$ cat src/rtl/fogs_pkg.sv
// ----------------------------------------------------------------------------
// fogs_pkg
// Shared types and constants of the grain overlap adder.
// ----------------------------------------------------------------------------
package fogs_pkg;

  // Grain table geometry.
  localparam int unsigned TABLE_DEPTH = 2048;
  localparam int unsigned TBL_AW      = $clog2(TABLE_DEPTH);

  // Field widths.
  localparam int unsigned ADDR_W = 11;
  localparam int unsigned VAL_W  = 16;
  localparam int unsigned IDX_W  = 32;
  localparam int unsigned PER_W  = 12;
  localparam int unsigned LEN_W  = 12;
  localparam int unsigned OUT_W  = 27;

  // Walk position must hold the bound plus one period.
  localparam int unsigned POS_W  = ((TBL_AW > PER_W) ? TBL_AW : PER_W) + 1;
  // Accumulator holds TABLE_DEPTH full-scale words without overflow.
  localparam int unsigned ACC_W  = VAL_W + TBL_AW + 1;
  // Remainder unit retires one index bit per cycle.
  localparam int unsigned DIV_CW = $clog2(IDX_W);

  // Queue between front and back; depth is a power of two.
  localparam int unsigned QUEUE_DEPTH = 2;
  localparam int unsigned QUEUE_AW    = $clog2(QUEUE_DEPTH);

  // Grain length after reset.
  localparam logic [LEN_W-1:0] GLEN_RESET = 12'd2048;

  // Saturation limits of the result.
  localparam logic signed [63:0] OUT_MAX = 64'sd67108863;
  localparam logic signed [63:0] OUT_MIN = -64'sd67108864;

  // Item kind, coded as the mode field.
  typedef enum logic {
    KIND_LOAD   = 1'b0,
    KIND_SAMPLE = 1'b1
  } fogs_kind_t;

  // Classified item as it travels through the queue.
  typedef struct packed {
    fogs_kind_t               kind;
    logic                     wr_ok;
    logic [ADDR_W-1:0]        addr;
    logic signed [VAL_W-1:0]  value;
    logic [IDX_W-1:0]         index;
    logic [PER_W-1:0]         period;
  } fogs_item_t;

  // Back end sequencer states.
  typedef enum logic [1:0] {
    BK_IDLE,
    BK_DIV,
    BK_WALK,
    BK_DONE
  } fogs_bk_state_t;

endpackage

$ cat src/rtl/fogs_front.sv
// ----------------------------------------------------------------------------
// fogs_front
// Input side: takes input beats and classifies them for the back end.
// ----------------------------------------------------------------------------
module fogs_front (
  input  logic                                  in_valid,
  output logic                                  in_stall,
  input  logic                                  in_mode,
  input  logic [fogs_pkg::ADDR_W-1:0]           in_table_address,
  input  logic signed [fogs_pkg::VAL_W-1:0]     in_table_value,
  input  logic [fogs_pkg::IDX_W-1:0]            in_sample_index,
  input  logic [fogs_pkg::PER_W-1:0]            in_pulse_period,
  input  logic                                  q_full,
  output logic                                  q_push,
  output fogs_pkg::fogs_item_t                  q_item
);

  // Stall only when the queue has no room.
  assign in_stall = q_full;
  assign q_push   = in_valid && !q_full;

  // Classify the beat: kind, whether the write lands in the table, and a
  // period of zero taken as one.
  always_comb begin
    q_item.kind   = fogs_pkg::fogs_kind_t'(in_mode);
    q_item.wr_ok  = (32'(in_table_address) < 32'(fogs_pkg::TABLE_DEPTH));
    q_item.addr   = in_table_address;
    q_item.value  = in_table_value;
    q_item.index  = in_sample_index;
    q_item.period = (in_pulse_period == '0) ? fogs_pkg::PER_W'(1) : in_pulse_period;
  end

endmodule

$ cat config.mk
export PLATFORM = sky130hd
export DESIGN_NAME = fogs_front
export DESIGN_NICKNAME = d
export VERILOG_FILES = /design/src/rtl/fogs_pkg.sv /design/src/rtl/fogs_front.sv
export SDC_FILE = /design/constraint.sdc
export NUM_CORES = 1
export LEC_CHECK = 0
export ABC_AREA = 0
export BUFFER_PORTS_ARGS = -buffer_cell sky130_fd_sc_hd__buf_2
export CORE_MARGIN = 10
export CORE_UTILIZATION = 21
export DETAILED_ROUTE_END_ITERATION = 8
export PLACE_DENSITY = 0.8
export SLEW_MARGIN = 15
export SYNTH_ARGS = -nofsm -noshare
export SYNTH_HDL_FRONTEND = slang
export SYNTH_SLANG_ARGS = --single-unit
$ cat constraint.sdc
create_clock -name vclk -period 0.8
set_input_delay 0.04 -clock vclk [all_inputs]
set_output_delay 0.04 -clock vclk [all_outputs]
set_load 0.02 [all_outputs]
# [Word level (Yosys, flattened, before mapping)]
# Cells that the tools add are included.
# Widths: inputs -> output; s select.
[word_totals] regBits=0 latch_bits=0 mem_bits_rw=0 mem_bits_ro=0 in_bits=74 output_inout_bits=75 word_cells=4 n_memories=0
[classes] add_sub_neg=0 mul=0 div=0 magnitude_cmp=0 n_eq_ne=0 shifts=0 n_mux=1 n_bitwise=0 reduce_logical=3
[op_table] op="$logic_not 12->1" n=1
[op_table] op="$mux 12" n=1
[op_table] op="$logic_and 1x1->1" n=1
[op_table] op="$logic_not 1->1" n=1

# [Longest topological paths before layout]
[logic_depth] depth_word=2 mapped_depth=2 depth_no_buf=2

# [Least setup slack after synthesis]
# No wires, ideal clock.
[synth_timing] path_kind="input-to-output" start="input in_pulse_period[6] in the netlist's numbering" end="output q_item[0] in the netlist's numbering" arrival_time_ns=0.565 t_required_ns=0.760 slack_ns=0.195 path_stages=2 path_buffers=0 path_cell_list="nor4_1 a31o_1"
[synth_rtl] element="from (decl)" line="fogs_front.sv:12" text="input logic [fogs_pkg::PER_W-1:0] in_pulse_period,"
[synth_rtl] element="to (decl)" line="fogs_front.sv:15" text="output fogs_pkg::fogs_item_t q_item"

==> run metrics <==
status=complete, no violations; Req. time, crit path=760 ps; ANT nets after route=0; number of global-route vias before repair=298; Initial Utilization=21.9%; Chip Height=70.9 um; initial antenna violation count=0; Avg Vias per Cell=3.70; nets@finish=110; clock buf count=0; crit start category=input pin; Compound-Gate Fraction of Synth Area=1.61%; initial drt markers=1; first-pass GRT wire length=2040 um; Final Max Slew Viols=0; layout cells sized above 1=85.3%; Setup violations, final=0; seq_cells=0; Hold Fails Final Rpt=0; CP arrival=720 ps; Synth top area share=85.7%; Peak Freq=1.32 GHz; total gr overflow=0; Critical Path Fanout Max=2; post-synth top area cell=buf_4; Inst Count DP=64; # hold bufs at CTS=0; number of synthesis warnings=0; drt drc=0; most frequent cell after synthesis=buf_4; Post-Synth Adder-Cell Area=0%; Site Rows=18; Avg Cell Area, Syn=6.87 um2; Distinct cells, synth=7; Hold Crit Class=in -> out; mux share of post-synthesis cell area=0%; area delta synth->final=-55.5%; register area share after synthesis=0%; Power Density=663 mW/mm2; # IOs=149; Vias=237; Synthesized Nets=153; Max Cap Violations=0; WL per Instance=23.7 um; Storage cell area=0 um2; pin count of the biggest net entering global routing=3; gp weighted congestion=0.588; largest family of logic cells by synthesized area=buffers and inverters; RSZ-0062 raised after global routing=no; # diodes=0; Tcrit/Tclk final=94.6%; core area=0.00248 mm2; total negative slack=0 ps; Synth area leaders=buf_4 (86%), clkbuf_1 (7.6%), nor4_1 (2.3%); Synth Area in XOR/XNOR=0%; Final Non-Filler Cells=64; first-pass iteration count of the detailed router=2; post-layout min period=757 ps; Post-Route WL=1510 um; Gate Count Post-Synth=79; overall routing resource usage=5.07%; Port-buffer cells=28; P_leak=0.127 nW; HP Start=in_sample_index[5]; top cells by count, synth=buf_4 (62), clkbuf_1 (11), nor4_1 (2); post-synthesis simple-gate area fraction=4.38%; Total Die Area=0.00502 mm2; crit end category=primary output; synthesized area=543 um2; DIE WIDTH=70.9 um; crit path kind=in -> out; crit path launch=in_pulse_period[6]; Max VDD drop=0.109 mV; Fill cells=304
[metrics by stage]
stage | hold slack (ps) | total power (W) | util, % | worst slack, ps | cell area (um2)
after CTS | 80.1 | 0.000162 | 9.49 | 6.25 | 235
after global routing | 80.0 | 0.000173 | 9.75 | 0.809 | 241
after detailed placement | 80.1 | 0.000151 | 8.64 | -90.0 | 214
after floorplan | 158 | 0.000524 | - | 195 | 543
final | 80.0 | 0.000160 | 9.75 | 43.4 | 241
after global placement | 80.1 | 0.000149 | 8.64 | -97.5 | 214
[critical path, stage by stage]
cell and delay [ps]:
buf_2 100, nor4_1 260, a31o_1 190, buf_6 120
[placed cells by master, fill, tap and decap left out]
cell,n
buf_2,26
buf_6,2
nor4_4,1
nor4_1,1
nor3_1,1
a31o_1,1
nor2b_1,1
conb_1,1
[metal layers]
layer / vias to the layer above / global-route usage [%] / share of wire [%]
li1: 79 / - / -
met1: 82 / 3.78 / 27
met2: 46 / 6.73 / 39
met3: 30 / 4.74 / 22
met4: 0 / 6.67 / 12
met5: - / 0 / 0
[power by group]
group	switching (W)	internal, W	leakage, nW	total (W)
registers	0	0	0	0
clock network	0	0	0	0
logic	0.0000986	0.0000616	0.127	0.000160
total	0.0000986	0.0000616	0.127	0.000160
[final timing paths]
| check | end | slack, ps | depth (start not counted) |
|---|---|---|---|
| setup / recovery | q_item[0] | 40 | 4 |
| hold / removal | q_item[17] | 80 | 0 |
[layout make-up]
cell class         count  area, um2  share of cell area [%]
multi-input cells      6       51.3                    21.2
well taps             30       37.5                    15.5
repair buffers        28        153                    63.2
[repair_timing]
item | CTS | global route
hold endpoints to repair | 0 | 0
endpoints found under the setup margin | 1 | 1
resized for setup | 4 | 2
pin swaps | 2 | 2
setup buffers | 0 | 0
[kinds of logic after synthesis]
kind of cell | after synthesis
AOI/OAI and AO/OA | 1
buffers and inverters | 73
other | 1
and+or+nand+nor | 4
Power figures use the tool's default switching activity.
