===== src/rtl/fogs_pkg.sv =====
// ----------------------------------------------------------------------------
// fogs_pkg
// Shared types and constants of the grain overlap adder.
// ----------------------------------------------------------------------------
package fogs_pkg;

  // Grain table geometry.
  localparam int unsigned TABLE_DEPTH = 2048;
  localparam int unsigned TBL_AW      = $clog2(TABLE_DEPTH);

  // Field widths.
  localparam int unsigned ADDR_W = 11;
  localparam int unsigned VAL_W  = 16;
  localparam int unsigned IDX_W  = 32;
  localparam int unsigned PER_W  = 12;
  localparam int unsigned LEN_W  = 12;
  localparam int unsigned OUT_W  = 27;

  // Walk position must hold the bound plus one period.
  localparam int unsigned POS_W  = ((TBL_AW > PER_W) ? TBL_AW : PER_W) + 1;
  // Accumulator holds TABLE_DEPTH full-scale words without overflow.
  localparam int unsigned ACC_W  = VAL_W + TBL_AW + 1;
  // Remainder unit retires one index bit per cycle.
  localparam int unsigned DIV_CW = $clog2(IDX_W);

  // Queue between front and back; depth is a power of two.
  localparam int unsigned QUEUE_DEPTH = 2;
  localparam int unsigned QUEUE_AW    = $clog2(QUEUE_DEPTH);

  // Grain length after reset.
  localparam logic [LEN_W-1:0] GLEN_RESET = 12'd2048;

  // Saturation limits of the result.
  localparam logic signed [63:0] OUT_MAX = 64'sd67108863;
  localparam logic signed [63:0] OUT_MIN = -64'sd67108864;

  // Item kind, coded as the mode field.
  typedef enum logic {
    KIND_LOAD   = 1'b0,
    KIND_SAMPLE = 1'b1
  } fogs_kind_t;

  // Classified item as it travels through the queue.
  typedef struct packed {
    fogs_kind_t               kind;
    logic                     wr_ok;
    logic [ADDR_W-1:0]        addr;
    logic signed [VAL_W-1:0]  value;
    logic [IDX_W-1:0]         index;
    logic [PER_W-1:0]         period;
  } fogs_item_t;

  // Back end sequencer states.
  typedef enum logic [1:0] {
    BK_IDLE,
    BK_DIV,
    BK_WALK,
    BK_DONE
  } fogs_bk_state_t;

endpackage


===== src/rtl/fogs_queue.sv =====
// ----------------------------------------------------------------------------
// fogs_queue
// Short FIFO of classified items between the front and the back end.
// ----------------------------------------------------------------------------
module fogs_queue (
  input  logic                 clk,
  input  logic                 rst_n,
  input  logic                 push,
  input  fogs_pkg::fogs_item_t push_item,
  output logic                 full,
  input  logic                 pop,
  output logic                 pop_valid,
  output fogs_pkg::fogs_item_t pop_item
);

  fogs_pkg::fogs_item_t              entry_r [fogs_pkg::QUEUE_DEPTH];
  logic [fogs_pkg::QUEUE_AW-1:0]     wr_ptr_r, wr_ptr_nxt;
  logic [fogs_pkg::QUEUE_AW-1:0]     rd_ptr_r, rd_ptr_nxt;
  logic [fogs_pkg::QUEUE_AW:0]       count_r, count_nxt;

  assign full      = (count_r == (fogs_pkg::QUEUE_AW + 1)'(fogs_pkg::QUEUE_DEPTH));
  assign pop_valid = (count_r != '0);
  assign pop_item  = entry_r[rd_ptr_r];

  // Pointer and fill count update; pointers wrap naturally.
  always_comb begin
    wr_ptr_nxt = wr_ptr_r;
    rd_ptr_nxt = rd_ptr_r;
    count_nxt  = count_r;
    if (push) begin
      wr_ptr_nxt = wr_ptr_r + 1'b1;
    end
    if (pop && pop_valid) begin
      rd_ptr_nxt = rd_ptr_r + 1'b1;
    end
    if (push && !(pop && pop_valid)) begin
      count_nxt = count_r + 1'b1;
    end else if (!push && pop && pop_valid) begin
      count_nxt = count_r - 1'b1;
    end
  end

  always_ff @(posedge clk) begin
    if (!rst_n) begin
      wr_ptr_r <= '0;
      rd_ptr_r <= '0;
      count_r  <= '0;
    end else begin
      wr_ptr_r <= wr_ptr_nxt;
      rd_ptr_r <= rd_ptr_nxt;
      count_r  <= count_nxt;
    end
  end

  // Entry storage carries no reset.
  always_ff @(posedge clk) begin
    if (push) begin
      entry_r[wr_ptr_r] <= push_item;
    end
  end

endmodule


===== config.mk =====
export PLATFORM = sky130hd
export DESIGN_NAME = fogs_queue
export DESIGN_NICKNAME = d
export VERILOG_FILES = /design/src/rtl/fogs_pkg.sv /design/src/rtl/fogs_queue.sv
export SDC_FILE = /design/constraint.sdc
export NUM_CORES = 1
export LEC_CHECK = 0
export ABC_CLOCK_PERIOD_IN_PS = 5090
export BUFFER_PORTS_ARGS = -buffer_cell sky130_fd_sc_hd__buf_4
export CORE_MARGIN = 2
export CORE_UTILIZATION = 50
export CTS_CLUSTER_SIZE = 12
export DETAILED_ROUTE_END_ITERATION = 12
export HOLD_SLACK_MARGIN = 0.1
export PLACE_DENSITY_LB_ADDON = 0.1
export SLEW_MARGIN = 20
export SYNTH_ARGS = -nofsm -noshare
export SYNTH_HDL_FRONTEND = slang
export SYNTH_SLANG_ARGS = --single-unit

===== constraint.sdc =====
create_clock -name clk -period 5.09 [get_ports clk]
set_clock_uncertainty 0.15 [all_clocks]
set_input_delay 0.7635 -clock clk [delete_from_list [all_inputs] [get_ports clk]]
set_output_delay 0.7635 -clock clk [all_outputs]
set_load 0.05 [all_outputs]

=== Word-level counts from Yosys, hierarchy flattened ===
Memory sizes are Yosys's and may differ from the RTL's. A register that Yosys moved wholly into a read port is not among the register bits.
Index checks and enable logic that the tools add are counted.

* $add $sub $neg: 4
* Multiplexer cells: 6
* Reductions and logical operators: 8
* Equal/unequal tests: 1

{| class="wikitable"
|+ Operator list
! operator !! count
|-
| logical AND 1 bit || 4
|-
| two-way mux 1 bit || 4
|-
| two-way mux 2 bit || 2
|-
| nonzero test 2 bit || 2
|-
| adder 1 bit, second input constant || 2
|-
| adder 2 x 1 -> 2 bit, second input constant || 1
|-
| equality test 2 bit, second input constant || 1
|-
| logical NOT 1 bit || 2
|-
| subtractor 2 x 1 -> 2 bit, second input constant || 1
|}

* Word-level logic and storage cells: 23
* Memories: 1
* Bits in writable memories: 146
* Register bits: 4
* Output and inout port bits: 75

{| class="wikitable"
|+ Memory list
! name !! words !! width !! rd ports !! clocked after Yosys merged registers in !! wr ports !! line !! source
|-
| entry_r || 2 || 73 || 1 || 1 || 1 || fogs_queue.sv:16 || <nowiki>fogs_pkg::fogs_item_t entry_r [fogs_pkg::QUEUE_DEPTH];</nowiki>
|}

=== Logic depth before layout (Yosys ltp) ===
* Word-level depth: 5
* Depth in mapped cells: 3

=== Worst setup path after synthesis ===
No wires, ideal clock.

* Path type: in2reg
* From: in push
* To: mem entry_r[0][0] in the netlist's numbering, enable pin
* Required time: 4.426 ns
* Stages on the path: 1
* Arrival time: 3.993 ns
* Buffers on the path: 0
* Setup slack: 0.433 ns
* Cell sequence: nor2b_1

* Cells in the longest elaborated chain, start to end: 2

{| class="wikitable"
|+ Ends and longest elaborated chain
! what !! line !! source
|-
| start, declared || fogs_queue.sv:8 || <nowiki>input logic push,</nowiki>
|-
| two-way mux 1 bit || fogs_queue.sv:57 || <nowiki>if (push) begin</nowiki>
|-
| two-way mux 1 bit (implied by the code) || fogs_queue.sv:58 || <nowiki>entry_r[wr_ptr_r] <= push_item;</nowiki>
|-
| end, declared || fogs_queue.sv:16 ||
|}

No other way between the ends.

==> summary.txt <==
Outcome
  – Status: completed

Timing
  – Final max-slew violation count: 0
  – Final cycle utilization of the critical path: 0.612
  – Max Freq: 321 MHz
  – Time the worst path needs with I/O delays and setup: 3.11 ns
  – Headroom to the max-slew limit: 0.341
  – Number of setup violations in the final report: 0
  – Setup_tns: 0 ns
  – Transition at the pin with the smallest max-transition slack: 0.989 ns
  – Min setup slack post-route: 1.98 ns
  – Unrepaired setup endpoints after global routing: false
  – Final Hold Fails: 0

Synthesis
  – Post-Syn Nets: 329
  – Netlist area before placement: 0.00585 mm²
  – Syn Inst Count: 252
  – Count of warnings emitted by yosys: 0
  – Part of the Yosys area used for sequential elements: 0.766
  – Flip-flop and latch count after synthesis: 151
  – Avg Inst Size Synth: 23.2 µm²
  – Synth unique cells: 20

Floorplan
  – Initial Util: 0.512
  – Floorplan core area: 0.0114 mm²
  – Number of rows created at floorplan: 39
  – Count of boundary I/O pins: 152
  – Die Span Y: 112 µm
  – Area enclosed by the die boundary: 0.0126 mm²
  – Die Span X: 112 µm

Power and ir drop
  – Switching Power: 791 µW
  – Power per cell area: 417 mW/mm²
  – Flop pwr share: 0.458
  – Clock network fraction of design power: 0.385
  – Internal portion of total power: 2.40 mW
  – Net switching share of the total power: 0.248
  – Relative contribution of combinational cells to total power: 0.158
  – Leakage power of the design: 2.99 nW
  – IR Drop Worst-Case VDD: 0.274 mV

Cells and area
  – Antenna Diode Count: 0
  – Fill count: 770
  – Area Overhead vs Synth: 30.7%
  – Most common cell after layout, fill and taps aside: sky130_fd_sc_hd__buf_4
  – Layout cell share with drive strength beyond 1: 0.606
  – Non-Filler Instances: 574
  – Commonest cells after routing, fill and taps aside: sky130_fd_sc_hd__buf_4, sky130_fd_sc_hd__edfxtp_1, sky130_fd_sc_hd__mux2_4
  – Number of nets at the end of the flow: 495

Drt
  – Initial DRT Pass Iterations: 6
  – Detail Route Antenna Nets: 0
  – DR vias: 2808
  – Average detailed-routed wire length per instance: 17.2 µm
  – Detailed Route WL: 9.88 mm
  – Via density: 4.89
  – # DRC: 0
  – Starting DRT DRC Count: 98

Global routing
  – Antenna violations before repair: 0
  – Total global-route track usage: 0.159
  – Global-route wire length before repair: 14.9 mm
  – Vias in the first global route: 2884
  – Maximum number of pins on one net before global-route repair: 74
  – Sum of overflow across all layers after global routing: 0

Clocking
  – Clock transition at the register clock pins on the worst setup and hold paths after CTS: 0.06 ns
  – Num CTS Buffers: 17
  – CTS tree: yes
  – Post-CTS resize count: 0
  – Post-CTS Repair Setup Buffers: 0
  – Clock latency reported for the late side of the worst-skew pair: 0.42 ns
  – Deepest level of the CTS H-tree: 4
  – Master cell of the clock root buffer: sky130_fd_sc_hd__clkbuf_16
  – Number of sinks driven by the clock tree: 151
  – Max Buffers Root-to-Sink: 2
  – Total of hold buffers inserted after clock tree synthesis: 0

Critical path
  – Maximum net fanout on the critical path: 31
  – Worst setup EP type: output pin
  – Depth of the worst register-to-register path: 2
  – Sequence of cells on the critical path: buf_4, mux2_4, buf_4
  – Worst path max stage delay: 0.72 ns
  – CP dominant cell by count: sky130_fd_sc_hd__buf_4
  – Data required time of the worst path: 4.18 ns
  – Critical Path Start Type: flop
  – Crit-path slowest cell: sky130_fd_sc_hd__dfxtp_4
  – Endpoint arrival time on the critical path: 2.20 ns
  – Worst setup path category: flop to output pin

Hold path
  – WHS Path Cells: 1
  – Worst Hold Class: primary input to flop

Place
  – Worst-case setup slack after placement: 2.37 ns
  – Number of I/O port buffers: 151
  – Placer congestion estimate: 0.686
  – Placed Cells incl. Taps: 542
  – Hpwl dp: 6.43 mm

Flow run
  – Max-cap check violation count: 0
==> area by class of cell <==
class / instances / area, µm² / share of cell area
clock inverters: 13 / 156 / 0.0205
multi-input cells: 93 / 1220 / 0.160
clock buffers: 19 / 433 / 0.0566
repair buffers: 155 / 1160 / 0.152
flip-flops and latches: 151 / 4490 / 0.587
well taps: 143 / 179 / 0.0234
==> power groups by stage <==
stage               combinational, mW  sequential, mW  clock, mW
floorplan                       0.377            1.48          0
global placement                0.504            1.48          0
detailed placement              0.508            1.49          0
CTS                             0.510            1.46       1.25
global route                    0.526            1.47       1.30
finish                          0.503            1.46       1.23
==> final timing paths <==
check | startpoint | endpoint | slack (ns)
worst max register to register | wr_ptr_r$_SDFFE_PN0P_ | entry_r[0][36]$_DFFE_PP_ | 3.14
worst min-delay path | push_item[65] | entry_r[0][65]$_DFFE_PP_ | 0.38
worst max-delay path | flop | pop_item[22] | 1.98
worst min register to register | rd_ptr_r$_SDFFE_PN0P_ | flop | 0.43
==> worst max-delay path, delay by kind of cell, from the launching register on <==
family	cells	cell delay [ns]
DFF	1	0.72
muxes	1	0.35
buffers and inverters	2	0.70
==> per-stage QoR <==
stage | total power [mW] | util | area (µm²) | hold slack, ns
final | 3.19 | 0.670 | 7640 | 0.376
after global routing | 3.29 | 0.670 | 7640 | 0.363
after CTS | 3.23 | 0.670 | 7640 | 0.370
after detailed placement | 2.00 | 0.618 | 7060 | 0.413
after global placement | 1.99 | 0.618 | 7060 | 0.390
after floorplan | 1.85 | - | 5850 | 0.381
==> sequential cells by signal (all words and copies together), names as in the netlist, named ones only <==
register	count
entry_r	146
rd_ptr_r	1
wr_ptr_r	1
count_r	2
==> kinds of logic (layout without fill, tap and decap cells) <==
logic type	count (synthesis)	count (layout)	share of synthesized area
XOR/XNOR	1	1	0.00150
flip-flops	151	151	0.766
AND/OR/NAND/NOR	13	13	0.0139
multiplexers	74	74	0.187
AO/OA/AOI/OAI	5	5	0.00513
buffers and inverters	8	187	0.0259
==> routing by layer <==
layer	vias to the layer above	wire length [µm]	global-route usage
li1	1326	-	-
met2	107	5020	0.255
met4	0	65	0.0610
met1	1371	4100	0.202
met5	-	0	0
met3	4	700	0.0551
==> synthesized netlist by cell type, drive strengths merged <==
master | number | share of area
a21oi | 2 | 0.0017
and2 | 3 | 0.0032
buf | 8 | 0.026
dfxtp | 5 | 0.017
edfxtp | 146 | 0.75
mux2 | 73 | 0.19
mux2i | 1 | 0.0017
nand2 | 1 | 0.00064
nand2b | 2 | 0.0021
nand4b | 1 | 0.0015
nor2 | 1 | 0.00064
nor2b | 4 | 0.0047
o211ai | 1 | 0.0013
o21a | 1 | 0.0013
o21ai | 1 | 0.00085
or2 | 1 | 0.0011
xnor2 | 1 | 0.0015
(Power assumes the default switching activity.)
